File: src/hdl/dsa_pkg.sv
`default_nettype none

package dsa_pkg;

	localparam int SLOT_W    = 10;
	localparam int CAP_W     = 11;
	localparam int STRIDE_W  = 13;
	localparam int ADDR_W    = 48;
	localparam int OFF_W     = SLOT_W + STRIDE_W;
	localparam int CFG_IDX_W = 2;
	localparam int CFG_DAT_W = ADDR_W;

	localparam logic MODE_ALLOC = 1'b0;
	localparam logic MODE_FREE  = 1'b1;

	localparam logic [CFG_IDX_W-1:0] CFG_CAPACITY    = 2'd0;
	localparam logic [CFG_IDX_W-1:0] CFG_STRIDE      = 2'd1;
	localparam logic [CFG_IDX_W-1:0] CFG_HOST_BASE   = 2'd2;
	localparam logic [CFG_IDX_W-1:0] CFG_DEVICE_BASE = 2'd3;

	localparam logic [CAP_W-1:0]    CAPACITY_RESET = 11'd1024;
	localparam logic [STRIDE_W-1:0] STRIDE_RESET   = 13'd32;

	typedef enum logic [1:0] {
		ST_OK         = 2'd0,
		ST_EXHAUSTED  = 2'd1,
		ST_BAD_INDEX  = 2'd2,
		ST_STACK_FULL = 2'd3
	} status_t;

	typedef struct packed {
		logic              mode;
		logic [SLOT_W-1:0] slot_in;
	} req_t;

	typedef struct packed {
		status_t           status;
		logic [SLOT_W-1:0] slot_out;
		logic [ADDR_W-1:0] host_address;
		logic [ADDR_W-1:0] device_address;
	} resp_t;

	// Decision made at accept time, handed to the address datapath
	typedef struct packed {
		logic              valid;
		logic              granted;
		logic              from_stack;
		status_t           status;
		logic [SLOT_W-1:0] slot;
	} sel_t;

endpackage

`default_nettype wire

File: src/hdl/dsa_addr_gen.sv
`default_nettype none

module dsa_addr_gen (
	input  wire logic                         clk,
	input  wire logic                         arst_n,
	input  wire logic                         advance,
	input  wire dsa_pkg::sel_t                sel,
	input  wire logic [dsa_pkg::SLOT_W-1:0]   stack_rdata,
	input  wire logic [dsa_pkg::STRIDE_W-1:0] stride,
	input  wire logic [dsa_pkg::ADDR_W-1:0]   host_base,
	input  wire logic [dsa_pkg::ADDR_W-1:0]   device_base,
	output logic                              out_valid,
	output dsa_pkg::resp_t                    out_data
);
	import dsa_pkg::*;

	logic              valid_s2;
	logic              granted_s2;
	status_t           status_s2;
	logic [SLOT_W-1:0] slot_s2;
	logic [OFF_W-1:0]  off_s2;
	logic [SLOT_W-1:0] slot_pick;

	assign slot_pick = !sel.granted ? '0 : (sel.from_stack ? stack_rdata : sel.slot);

	always_ff @(posedge clk or negedge arst_n) begin
		if (!arst_n) begin
			valid_s2  <= 1'b0;
			out_valid <= 1'b0;
		end else if (advance) begin
			valid_s2  <= sel.valid;
			out_valid <= valid_s2;
		end
	end

	always_ff @(posedge clk) begin
		if (advance) begin
			granted_s2 <= sel.granted;
			status_s2  <= sel.status;
			slot_s2    <= slot_pick;
			off_s2     <= OFF_W'(slot_pick) * OFF_W'(stride);
			out_data.status   <= status_s2;
			out_data.slot_out <= slot_s2;
			// zero addresses unless a slot was handed out
			out_data.host_address   <= granted_s2 ? host_base + ADDR_W'(off_s2) : '0;
			out_data.device_address <= granted_s2 ? device_base + ADDR_W'(off_s2) : '0;
		end
	end

endmodule

`default_nettype wire

File: config.mk
export PLATFORM = sky130hd
export DESIGN_NAME = dsa_addr_gen
export DESIGN_NICKNAME = d
export VERILOG_FILES = /design/src/hdl/dsa_pkg.sv /design/src/hdl/dsa_addr_gen.sv
export SDC_FILE = /design/constraint.sdc
export NUM_CORES = 1
export LEC_CHECK = 0
export BUFFER_PORTS_ARGS = -buffer_cell sky130_fd_sc_hd__buf_4
export CORE_UTILIZATION = 50
export DETAILED_ROUTE_END_ITERATION = 7
export PLACE_DENSITY = 0.82
export SLEW_MARGIN = 20
export SYNTH_ARGS = -nofsm -noshare
export SYNTH_HDL_FRONTEND = slang
export SYNTH_SLANG_ARGS = --single-unit
File: constraint.sdc
create_clock -name clk -period 5.8 [get_ports clk]
set_input_delay 0.58 -clock clk [delete_from_list [all_inputs] [get_ports clk]]
set_output_delay 0.58 -clock clk [all_outputs]
set_load 0.1 [all_outputs]
* After elaboration in Yosys (flattened, before gate mapping)
Index checks and enable logic that the tools add are counted.
** Word-level totals
- Register bits after elaboration :: 146
- Latch bits :: 0
- Memory bits (writable) :: 0
- Bits in read-only memories :: 0
- Output and inout bits :: 109
- Memories kept :: 0
** Cells by class
- Add/subtract/negate cells :: 2
- $mul :: 1
- Divide/modulo/power cells :: 0
- Magnitude comparators :: 0
- Equal/unequal tests :: 0
- Shift-type cells :: 0
- Muxes and demuxes :: 2
- Bitwise operators :: 0
- Reduce and logical (&&, ||, !) cells :: 0
** Operators by type and width (count)
- 48-bit by 23-bit adder with 48-bit output :: 2
- 10-bit by 13-bit multiplier with 23-bit output :: 1
- 10-bit two-way mux :: 2

* Logic depth before layout (Yosys ltp)
Gate-level depths: netlist (run 1).
- Word-level depth :: 3
- Mapped depth :: 24
- Gate-level depth less buffers :: 22

* Least setup slack after synthesis (run 1)
Ideal clock, no wire load.
- Path kind :: input-to-reg
- From :: input sel[12] (netlist name)
- To :: register off_s2[21], data pin
- Library setup time :: 0.266 ns
- Arrival :: 6.114 ns
- Slack :: -0.580 ns
- Cell stages on the path :: 24
- Path buffers :: 2
- Cell sequence :: clkbuf_1 -> mux2i_1 -> nor2b_1 -> clkbuf_1 -> nand2_1 -> fa_1 -> inv_1 -> fa_1 -> inv_1 -> fa_1 -> inv_1 -> fa_1 -> inv_1 -> fa_1 -> inv_1 -> ha_1 -> nor3_1 -> nor2_1 -> o41ai_1 -> o211ai_1 -> o211a_1 -> o21a_1 -> o41ai_1 -> xnor2_1
** On the way
- Word-level cells in the longest chain between the ends :: 3
** Ends and longest elaborated chain
- from (decl) :: RTL line dsa_addr_gen.sv:7 : input wire dsa_pkg::sel_t sel,
- 10-bit two-way mux (2 in series) :: RTL line dsa_addr_gen.sv:24 : assign slot_pick = !sel.granted ? '0 : (sel.from_stack ? stack_rdata : sel.slot);
- net slot_pick[3] :: RTL line dsa_addr_gen.sv:22 : logic [SLOT_W-1:0] slot_pick;
- 10-bit by 13-bit multiplier with 23-bit output :: RTL line dsa_addr_gen.sv:41 : off_s2 <= OFF_W'(slot_pick) * OFF_W'(stride);
- to (signal assigned) :: RTL line dsa_addr_gen.sv:41
- to (decl) :: RTL line dsa_addr_gen.sv:21 : logic [OFF_W-1:0] off_s2;
The timed path passes the listed nets, and every way through them passes these cells.
A chain may end at the register's enable or synchronous reset.

* Final worst setup path (run 1)
- From :: input sel[12] (netlist name)
- To :: register off_s2[21], data pin
** On the way
- Word-level cells in the longest chain between the ends :: 3
** Ends and longest elaborated chain (RTL line)
- 10-bit two-way mux (2 in series) :: dsa_addr_gen.sv:24
- 10-bit by 13-bit multiplier with 23-bit output :: dsa_addr_gen.sv:41
No other way between the ends.

==> reports/metrics.yaml, run 1 <==
cp-start-kind: "input pin"
cp-end-kind: "register"
crit_family: "adder cells"
grt_usage: 0.249
critPathKind: "input pin to register"
antenna_left: 0
synth_async_sr_flop_share: 0.0137
synth_warnings: 0
crit_chain: "buf_4 > mux2i_1 > nor2b_1 > buf_4 > and2_1 > fa_1 > fa_1 > inv_1 > fa_1 > inv_1 > fa_1 > inv_1 > fa_1 > inv_1 > ha_4 > o41ai_2 > o211ai_1 > o211a_1 > o21a_1 > o41ai_2 > xnor2_1"
area.growth.synth_to_final_pct: 24.9
fin_worst_skew_ps: 19.3
wl_per_cell_um: 17.4
ctsResizeCount: 0
grt_pass1_wl_um: 51200
crit_slowest_cell: "fa_1"
final_util: 0.643
period_share: 0.957
gp_congestion: 0.920
multiInputGateArea_sq_um: 7790
fp.dieW_um: 161
synth-seq-cells: 146
clk_pin_slew_ps: 70
hold_ws_ps: 337
avgViaCountPerCell: 5.60
layout_commonest_cell: "buf_4"
num_rows: 57
synth_seq_area_share: 0.346
rsz0062_at_grt: "false"
clock_sinks: 146
crit_fanout: 10
cts_max_level: 4
status: "completed"
core_sq_um: 24600
synthFlopType: "edfxtp_1"
cts_tree: "done"
worst_path_most_repeated_cell: "fa_1"
final_cell_mix: "buf_4 (290), edfxtp_1 (144), nand2_1 (139)"
fmax_ghz: 0.180
initial_utilization: 0.515
postCtsSetupRepairBufs: 0
worst_pin_slew_ps: 970
maxSlewViolCount: 0
critical_path_required_ps: 5950
p_int_uw: 3370
nets: 1843
maxSlewHeadroom: 0.353
dr.pass1.iters: 5
cts_buffers: 17
syn-instance-count: 1242
power_density_nw_per_um2: 389
vias: 10400
die_h_um: 161
drtIter0Drc: 969
p_leak_uw: 0.00727
p_sw_uw: 2770
syn_nets: 1571
p_clk_frac: 0.188
hold_violations: 0
regArea_sq_um: 4370
min_period_ps: 5550
grt_pass1_vias: 10500
cp.buffers_inverters: 6
cap_viol_max_count: 0
ir_worst_vdd_mv: 0.358
dp_hpwl_um: 25400
seqPwrFrac: 0.250
routed_wl_um: 32200
switching_share: 0.451
clockBufferDepth: 2
synth_edf_count: 144
synth_area_sq_um: 12700
antenna_found_initial: 3
critPathArrivalTime_ps: 5700
yosysUniqueCellTypes: 70
min_path_type: "input pin to register"
grt_max_degree: 97
max_stage_delay_ps: 550
drive_above_1_share: 0.232
io_pins: 246
finalPower_uw: 6140
drc: 0
avgSynthCellArea_sq_um: 10.2
dieArea_sq_um: 26000
port_buffers: 245
cts_root_buf: "clkbuf_16"
clk_latency_ps: 420
gr-total-overflow: 0
setup_viol: 0
combPwrFrac: 0.562
fillCellCount: 2019
through the flow:
step / area, sq um / setup TNS [ps] / std cells / setup WS (ps)
after global placement: 15200 / -71.0 / 1818 / -71.0
after floorplan: 12800 / 0 / 1242 / 1.66
final: 15800 / 0 / 1854 / 252
after detailed placement: 15200 / -288 / 1818 / -195
after CTS: 15800 / 0 / 1851 / 228
after global routing: 15800 / 0 / 1854 / 34.5
flip-flops by register name, summed over array words and instances (netlist names):
name,count
slot_s2,10
out_data,108
valid_s2,1
off_s2,23
status_s2,2
granted_s2,1
out_valid,1
worst register-to-register path, stage by stage (launching register included):
cell and delay [ps]:
edfxtp_1 390, ha_1 190, inv_1 60, fa_1 390
and2b_1 280, o21bai_4 80, a21oi_2 190, nor2_1 120
o31ai_4 370, a221oi_4 250, or4_1 580, a21oi_1 260
per-layer routing:
metal | wire length [um] | part of all wire | global-route usage
met2 | 16200 | 0.50 | 0.441
met1 | 13000 | 0.40 | 0.304
met5 | 0 | 0 | 0
met4 | 842 | 0.026 | 0.0948
met3 | 2140 | 0.067 | 0.0408
cells in the mapped netlist (all sizes together), types with 5 or more instances:
master | n | share of area
o21a | 8 | 0.0047
xor2 | 17 | 0.012
or2 | 5 | 0.0025
nand3 | 25 | 0.0099
clkbuf | 26 | 0.0077
a21oi | 81 | 0.033
and3 | 24 | 0.012
nor3 | 13 | 0.0051
nand2 | 141 | 0.042
nor2b | 17 | 0.0084
o41ai | 5 | 0.0035
xnor2 | 36 | 0.025
nand2b | 27 | 0.013
o21ai | 41 | 0.017
a31oi | 9 | 0.0044
ha | 104 | 0.10
nor2 | 48 | 0.014
or3 | 12 | 0.0059
a211oi | 8 | 0.0051
fa | 88 | 0.14
nand4 | 8 | 0.0040
edfxtp | 144 | 0.34
or4 | 12 | 0.0071
a21o | 41 | 0.024
o31ai | 15 | 0.010
inv | 109 | 0.032
o21bai | 8 | 0.0056
and2 | 73 | 0.036
o211ai | 5 | 0.0030
buf | 14 | 0.0058
mux2i | 29 | 0.023
what timing repair did:
item	CTS	global route
hold buffers	1	0
hold endpoints to repair	2	0
setup endpoints to repair	0	1
worst paths after layout:
kind                            start  slack, ps            to  cells after the start
max in group asynchronous      arst_n       5230     out_valid                      2
hold reg to reg            slot_s2[1]        420  out_data[97]                      0
setup reg to reg            off_s2[0]       2460  out_data[42]                     11
setup / recovery              sel[12]        250    off_s2[21]                     21
min in group asynchronous      arst_n        480      valid_s2                      2
hold / removal                sel[10]        340  status_s2[0]                      1
kinds of logic (layout without fill, tap and decap cells):
group | count (synthesis) | after routing | synth area share
and+or+nand+nor | 423 | 423 | 0.172
adders and majority gates | 192 | 192 | 0.242
other | 0 | 3 | 0
buffers and inverters | 149 | 434 | 0.0459
muxes | 31 | 31 | 0.0247
AOI/OAI and AO/OA | 248 | 248 | 0.133
xor gates and xnor gates | 53 | 53 | 0.0367
DFF | 146 | 146 | 0.346
power by group through the flow:
| stage | registers [uW] | clock network [uW] | logic [uW] |
|---|---|---|---|
| final | 1540 | 1150 | 3450 |
| after global routing | 1550 | 1210 | 3750 |
| after CTS | 1540 | 1170 | 3450 |
| after detailed placement | 1560 | 0 | 3420 |
| after global placement | 1550 | 0 | 3350 |
| after floorplan | 2330 | 0 | 1790 |
layout make-up:
type	count	share of cell area
multi-input cells	947	0.493
clock inverters	13	0.0111
diodes	3	0.000475
clock buffers	19	0.0274
well taps	324	0.0256
inverters	109	0.0259
flip-flops and latches	146	0.277
repair buffers	293	0.140
(Power assumes the default switching activity.)
==> inputs of run 2 (changes only) <==
--- a/config.mk
+++ b/config.mk
@@ -9,6 +9,7 @@
 export CORE_UTILIZATION = 50
 export DETAILED_ROUTE_END_ITERATION = 7
 export PLACE_DENSITY = 0.82
+export RECOVER_POWER = 25
 export SLEW_MARGIN = 20
 export SYNTH_ARGS = -nofsm -noshare
 export SYNTH_HDL_FRONTEND = slang
==> run 2 against run 1 <==
  * The flow now finishes with violations (max-capacitance violations, max-slew violations)
  * Final cell count unchanged
  * Wire length up 0.27%
  * Register-to-register slack is essentially flat
  * Global-route usage unchanged
  * Critical path type unchanged
  * Count of clock-buffer cells in the layout unchanged
  * Clock power hardly changed
  * First-iteration DRC count down 5.1%
  * Combinational power about the same
  * Clock skew hardly changed
  * Fmax barely moved
  * Core utilization fell by 0.11 points
  * Die area unchanged
==> reports/metrics.yaml, run 2 (synthesis results as in run 1) <==
critPathKind: "input pin to register"  # unchanged
min_period_ps: 5550  # about the same
fp.dieW_um: 161  # unchanged
drtIter0Drc: 920  # was 969
power_density_nw_per_um2: 390  # was 389 nW/um^2
drc: 0  # unchanged
final_cell_mix: "buf_4 (283), edfxtp_1 (144), nand2_1 (139)"  # was buf_4 (290), edfxtp_1 (144), nand2_1 (139)
avgViaCountPerCell: 5.58  # was 5.60
initial_utilization: 0.515  # unchanged
maxSlewHeadroom: -2.57  # was 0.353
die_h_um: 161  # unchanged
clock_sinks: 146  # unchanged
gp_congestion: 0.920  # unchanged
setup_viol: 0  # unchanged
critical_path_required_ps: 5950  # about the same
p_leak_uw: 0.00724  # was 0.00727 uW
place_inst: 1818  # unchanged
grt_max_degree: 97  # unchanged
wl_per_cell_um: 17.4  # about the same
reg.largest.list: "out_data x108, off_s2 x23, slot_s2 x10"  # unchanged
setup_tns_ps: 0  # unchanged
grt_usage: 0.249  # unchanged
antenna_left: 0  # unchanged
dieArea_sq_um: 26000  # unchanged
layout_commonest_cell: "buf_4"  # unchanged
dr.pass1.iters: 5  # unchanged
pre_cts_slack_ps: -195  # unchanged
hold_violations: 0  # unchanged
cts_max_level: 4  # unchanged
ir_worst_vdd_mv: 0.358  # about the same
critPathArrivalTime_ps: 5700  # about the same
antenna_found_initial: 3  # unchanged
grt_pass1_wl_um: 51200  # unchanged
clockBufferDepth: 2  # unchanged
hold_ws_ps: 360  # was 337 ps
cts_root_buf: "clkbuf_16"  # unchanged
area.growth.synth_to_final_pct: 24.7  # was 24.9%
fin_worst_skew_ps: 19.7  # was 19.3 ps
port_buffers: 245  # unchanged
grt_pass1_vias: 10500  # unchanged
num_rows: 57  # unchanged
regMostFlops: "out_data"  # unchanged
switching_share: 0.451  # about the same
rsz0062_at_grt: "false"  # unchanged
min_path_type: "input pin to register"  # unchanged
seqPwrFrac: 0.251  # was 0.250
core_sq_um: 24600  # unchanged
postCtsSetupRepairBufs: 0  # unchanged
period_share: 0.957  # about the same
p_int_uw: 3380  # was 3370 uW
cp-end-kind: "register"  # unchanged
clk_latency_ps: 420  # about the same
io_pins: 246  # unchanged
ctsResizeCount: 0  # unchanged
worst_pin_slew_ps: 5350  # was 970 ps
cp-start-kind: "input pin"  # unchanged
p_clk_frac: 0.188  # about the same
layout.cells.non_filler: 1854  # unchanged
drive_above_1_share: 0.229  # was 0.232
violations: "max-capacitance violations, max-slew violations"
clk_pin_slew_ps: 60  # was 70 ps
combPwrFrac: 0.561  # was 0.562
cts_buffers: 17  # unchanged
setup_slack_ps: 251  # was 252 ps
maxSlewViolCount: 142  # was 0
cts_tree: "done"  # unchanged
final_util: 0.641  # was 0.643
nets: 1843  # unchanged
p_sw_uw: 2770  # about the same
fmax_ghz: 0.180  # about the same
largest_reg_flops: 108  # unchanged
cap_viol_max_count: 2  # was 0
vias: 10300  # was 10400
crit_fanout: 10  # unchanged
status: "complete, but fails checks"  # was completed
gr-total-overflow: 0  # unchanged
routed_wl_um: 32300  # was 32200 um
dp_hpwl_um: 25400  # unchanged
-- run 2: cell types whose count changed in the layout (fill, tap and decap cells not counted), sizes merged --
cell,previous run,this run
buf,292,284
clkbuf,19,27
-- run 2: through the flow --
| stage | power, uW | cell area (sq um) |
|---|---|---|
| final | 6150 | 15800 |
| after detailed placement | 4980 | 15200 |
| after global routing | 6520 | 15800 |
| after CTS | 6160 | 15800 |
| after floorplan | 4120 | 12800 |
| after global placement | 4900 | 15200 |
-- run 2: layout make-up --
| class | count | area, sq um |
|---|---|---|
| Clock buffer | 19 | 433 |
| Timing Repair Buffer | 293 | 2190 |
| Clock inverter | 13 | 175 |
| Tap cell | 324 | 405 |
| Inverter | 109 | 409 |
| Multi-Input combinational cell | 947 | 7790 |
| Sequential cell | 146 | 4370 |
| Antenna cell | 3 | 7.51 |
| Fill cell | 2021 | 8820 |
-- run 2: path summary, 6_finish.rpt --
path | start | end | slack (ps) | cells past startpoint
setup / recovery | sel[12] | off_s2[21] | 250 | 21
hold / removal | sel[10] | status_s2[0] | 360 | 1
setup reg to reg | off_s2[14] | out_data[42] | 2460 | 9
hold reg to reg | slot_s2[1] | out_data[97] | 420 | 0
max in group asynchronous | arst_n | out_valid | 5200 | 2
min in group asynchronous | arst_n | valid_s2 | 480 | 2
-- run 2: what timing repair did --
item / 4_1_cts / 5_1_grt
hold endpoints to repair: 2 / 0
setup endpoints to repair: 0 / 1
hold buffers: 1 / 0
-- run 2: power groups by stage --
stage / logic, uW / clock network (uW) / registers [uW]
after floorplan: 1790 / 0 / 2330
after global placement: 3350 / 0 / 1550
after detailed placement: 3420 / 0 / 1560
after CTS: 3450 / 1170 / 1540
after global routing: 3750 / 1210 / 1560
final: 3450 / 1150 / 1540
-- run 2: layer usage --
layer  global-route usage  routed length, um  vias up
met3               0.0408               1980       41
met5                    0                  0        -
met4               0.0948                764        0
met2                0.441              16400      368
li1                     -                  -     4920
met1                0.304              13200     5009
-- run 2: worst max-delay path, stage by stage --
cell,delay [ps]
buf_4,180
mux2i_1,200
nor2b_1,80
buf_4,160
and2_1,170
fa_1,460
fa_1,560
inv_1,50
fa_1,470
inv_1,50
fa_1,530
inv_1,50
fa_1,520
inv_1,60
ha_4,170
o41ai_2,400
o211ai_1,170
o211a_1,230
o21a_1,180
o41ai_2,300
xnor2_1,110
==> inputs of run 3 (changes only) <==
==> constraint.sdc (replaced) <==
create_clock -name clk -period 5.8 [get_ports clk]
set_input_delay 1.16 -clock clk [delete_from_list [all_inputs] [get_ports clk]]
set_output_delay 1.16 -clock clk [all_outputs]
set_load 0.1 [all_outputs]
==> run 3 against run 2 <==
  * The run ends with max-capacitance violations, max-slew violations, negative setup slack left
  * Total power grew 3.1%
  * Clock skew shrank 3.6 ps
  * Core utilization grew 3.0 points
  * Worst hold slack gained 62 ps
  * Largest cell class unchanged
  * Combinational power grew 9.3%
==> reports/metrics.yaml, run 3 (synthesis results as in run 1) <==
p_int_uw: 3450  # was 3380 uW
critPathKind: "input pin to register"  # unchanged
cts_tree: "done"  # unchanged
worst_pin_slew_ps: 2440  # was 5350 ps
drc: 0  # unchanged
switching_share: 0.456  # was 0.451
num_rows: 57  # unchanged
fin_worst_skew_ps: 16.1  # was 19.7 ps
cts_hold_repair.buffers: 0  # was 1
grt_usage: 0.255  # was 0.249
cts_buffers: 17  # unchanged
p_leak_uw: 0.00759  # was 0.00724 uW
io_pins: 246  # unchanged
routed_wl_um: 33200  # was 32300 um
top_layer: "met4"  # unchanged
min_period_ps: 5960  # was 5550 ps
reg.largest.list: "out_data x108, off_s2 x23, slot_s2 x10"  # unchanged
antenna_left: 0  # unchanged
grt_max_degree: 97  # unchanged
clk_pin_slew_ps: 70  # was 60 ps
setup_slack_ps: -156  # was 251 ps
cts_max_level: 4  # unchanged
rsz0062_at_grt: "true"  # was false
critPathArrivalTime_ps: 6120  # was 5700 ps
maxSlewHeadroom: -0.625  # was -2.57
drive_above_1_share: 0.299  # was 0.229
m1WireLength_um: 13600  # was 13200 um
reg2reg_slack_ps: 2500  # was 2460 ps
clock_sinks: 146  # unchanged
wl_met3_um: 1790  # was 1980 um
cp-start-kind: "input pin"  # unchanged
crit_slowest_cell: "fa_1"  # unchanged
min_path_type: "register to register"  # was input pin to register
dieArea_sq_um: 26000  # unchanged
crit_family: "adder cells"  # unchanged
critical_path_required_ps: 5960  # was 5950 ps
clockBufferDepth: 2  # unchanged
final_util: 0.671  # was 0.641
max_stage_delay_ps: 550  # was 560 ps
final_cell_mix: "buf_4 (328), edfxtp_1 (144), nand2_1 (123)"  # was buf_4 (283), edfxtp_1 (144), nand2_1 (139)
dr.pass1.iters: 5  # unchanged
initial_utilization: 0.515  # unchanged
cp.buffers_inverters: 6  # unchanged
cts_root_buf: "clkbuf_16"  # unchanged
area.growth.synth_to_final_pct: 30.5  # was 24.7%
crit_fanout: 5  # was 10
hold_ws_ps: 422  # was 360 ps
dp_hpwl_um: 25400  # about the same
status: "complete, but fails checks"  # unchanged
layout_commonest_cell: "buf_4"  # unchanged
crit_chain: "buf_12 > mux2i_2 > nor2b_2 > buf_12 > buf_12 > nand2_4 > fa_1 > inv_1 > fa_1 > fa_1 > fa_1 > inv_1 > fa_1 > inv_2 > ha_4 > a21oi_2 > nor2b_1 > o21ai_1 > o211ai_1 > o211a_1 > o21a_1 > o41ai_2 > xnor2_1"  # was buf_4 > mux2i_1 > nor2b_1 > buf_4 > and2_1 > fa_1 > fa_1 > inv_1 > fa_1 > inv_1 > fa_1 > inv_1 > fa_1 > inv_1 > ha_4 > o41ai_2 > o211ai_1 > o211a_1 > o21a_1 > o41ai_2 > xnor2_1
maxSlewViolCount: 97  # was 142
largest_reg_flops: 108  # unchanged
period_share: 1.03  # was 0.957
grt_pass1_wl_um: 52500  # was 51200 um
combPwrFrac: 0.595  # was 0.561
port_buffers: 245  # unchanged
p_sw_uw: 2890  # was 2770 uW
power_density_nw_per_um2: 384  # was 390 nW/um^2
gp_congestion: 0.938  # was 0.920
gr-total-overflow: 0  # unchanged
cp-end-kind: "register"  # unchanged
grt_pass1_vias: 10700  # was 10500
p_clk_frac: 0.163  # was 0.188
fp.dieW_um: 161  # unchanged
avgViaCountPerCell: 5.54  # was 5.58
violations: "max-capacitance violations, max-slew violations, negative setup slack"  # was max-capacitance violations, max-slew violations
worst_path_most_repeated_cell: "fa_1"  # unchanged
regMostFlops: "out_data"  # unchanged
clk_latency_ps: 420  # about the same
cap_viol_max_count: 1  # was 2
setup_viol: 5  # was 0
fmax_ghz: 0.168  # was 0.180 GHz
ir_worst_vdd_mv: 0.268  # was 0.358 mV
hold_violations: 0  # unchanged
die_h_um: 161  # unchanged
met2_length_um: 17100  # was 16400 um
wl_per_cell_um: 17.4  # about the same
core_sq_um: 24600  # unchanged
nets: 1900  # was 1843
drtIter0Drc: 891  # was 920
vias: 10600  # was 10300
antenna_found_initial: 2  # was 3
seqPwrFrac: 0.242  # was 0.251
-- run 3: changes by cell type in the layout (fill, tap and decap cells not counted), moves of 5 or more --
cell / previous run / this run
inv_2: 1 / 17
clkbuf_1: 8 / 3
buf_6: 0 / 10
fa_1: 88 / 83
a21oi_1: 78 / 71
a21oi_2: 2 / 8
inv_1: 108 / 92
nand2_2: 2 / 14
fa_2: 0 / 5
nand2_1: 139 / 123
ha_4: 4 / 9
buf_4: 283 / 328
-- run 3: final cells by class --
class,count,area (sq um)
flip-flops and latches,146,4370
inverters,109,409
diodes,2,5.00
clock inverters,14,123
well taps,324,405
clock buffers,18,429
repair buffers,350,2730
multi-input cells,947,8040
fillers,1859,8090
-- run 3: worst register-to-register path: stages, from the launching register on --
cell,delay [ps]
edfxtp_1,440
ha_1,360
and3_1,210
a221oi_2,340
o21ai_0,150
a21oi_1,250
o31ai_4,150
a221oi_4,810
or4_1,250
a21oi_1,80
-- run 3: repair_timing --
item,4_1_cts,5_1_grt
gates resized for setup,44,23
buffers inserted,19,4
cloned,2,0
endpoints found under the hold margin,0,0
pin swaps,52,19
endpoints found under the setup margin,5,11
-- run 3: power groups by stage --
| stage | Sequential, uW | Combinational [uW] | Clock [uW] |
|---|---|---|---|
| CTS | 1530 | 3690 | 1050 |
| detailed placement | 1550 | 3560 | 0 |
| global placement | 1550 | 3490 | 0 |
| global route | 1550 | 4080 | 1090 |
| finish | 1540 | 3770 | 1030 |
| floorplan | 2330 | 1860 | 0 |
-- run 3: through the flow --
stage	setup slack (ps)	total power [uW]	TNS, ps	area (sq um)	instances
finish	-156	6340	-308	16500	1910
global route	-313	6710	-1400	16500	1910
CTS	-77.8	6270	-92.5	16500	1906
detailed placement	-750	5120	-5210	15600	1854
global placement	-573	5040	-3600	15600	1854
floorplan	-432	4190	-1720	12900	1242
-- run 3: worst paths after layout --
check,from,end,cells past startpoint
worst max-delay path,sel[12],off_s2[21],23
worst min-delay path,slot_s2[1],out_data[97],0
worst max register to register,off_s2[15],out_data[46],9
worst min register to register,slot_s2[1],out_data[97],0
max in group asynchronous,arst_n,out_valid,1
min in group asynchronous,arst_n,valid_s2,1
-- run 3: per-layer routing --
metal / GRT usage / vias up
met5: 0 / -
met4: 0.0780 / 0
met3: 0.0326 / 54
met2: 0.474 / 368
met1: 0.305 / 5121
li1: - / 5045
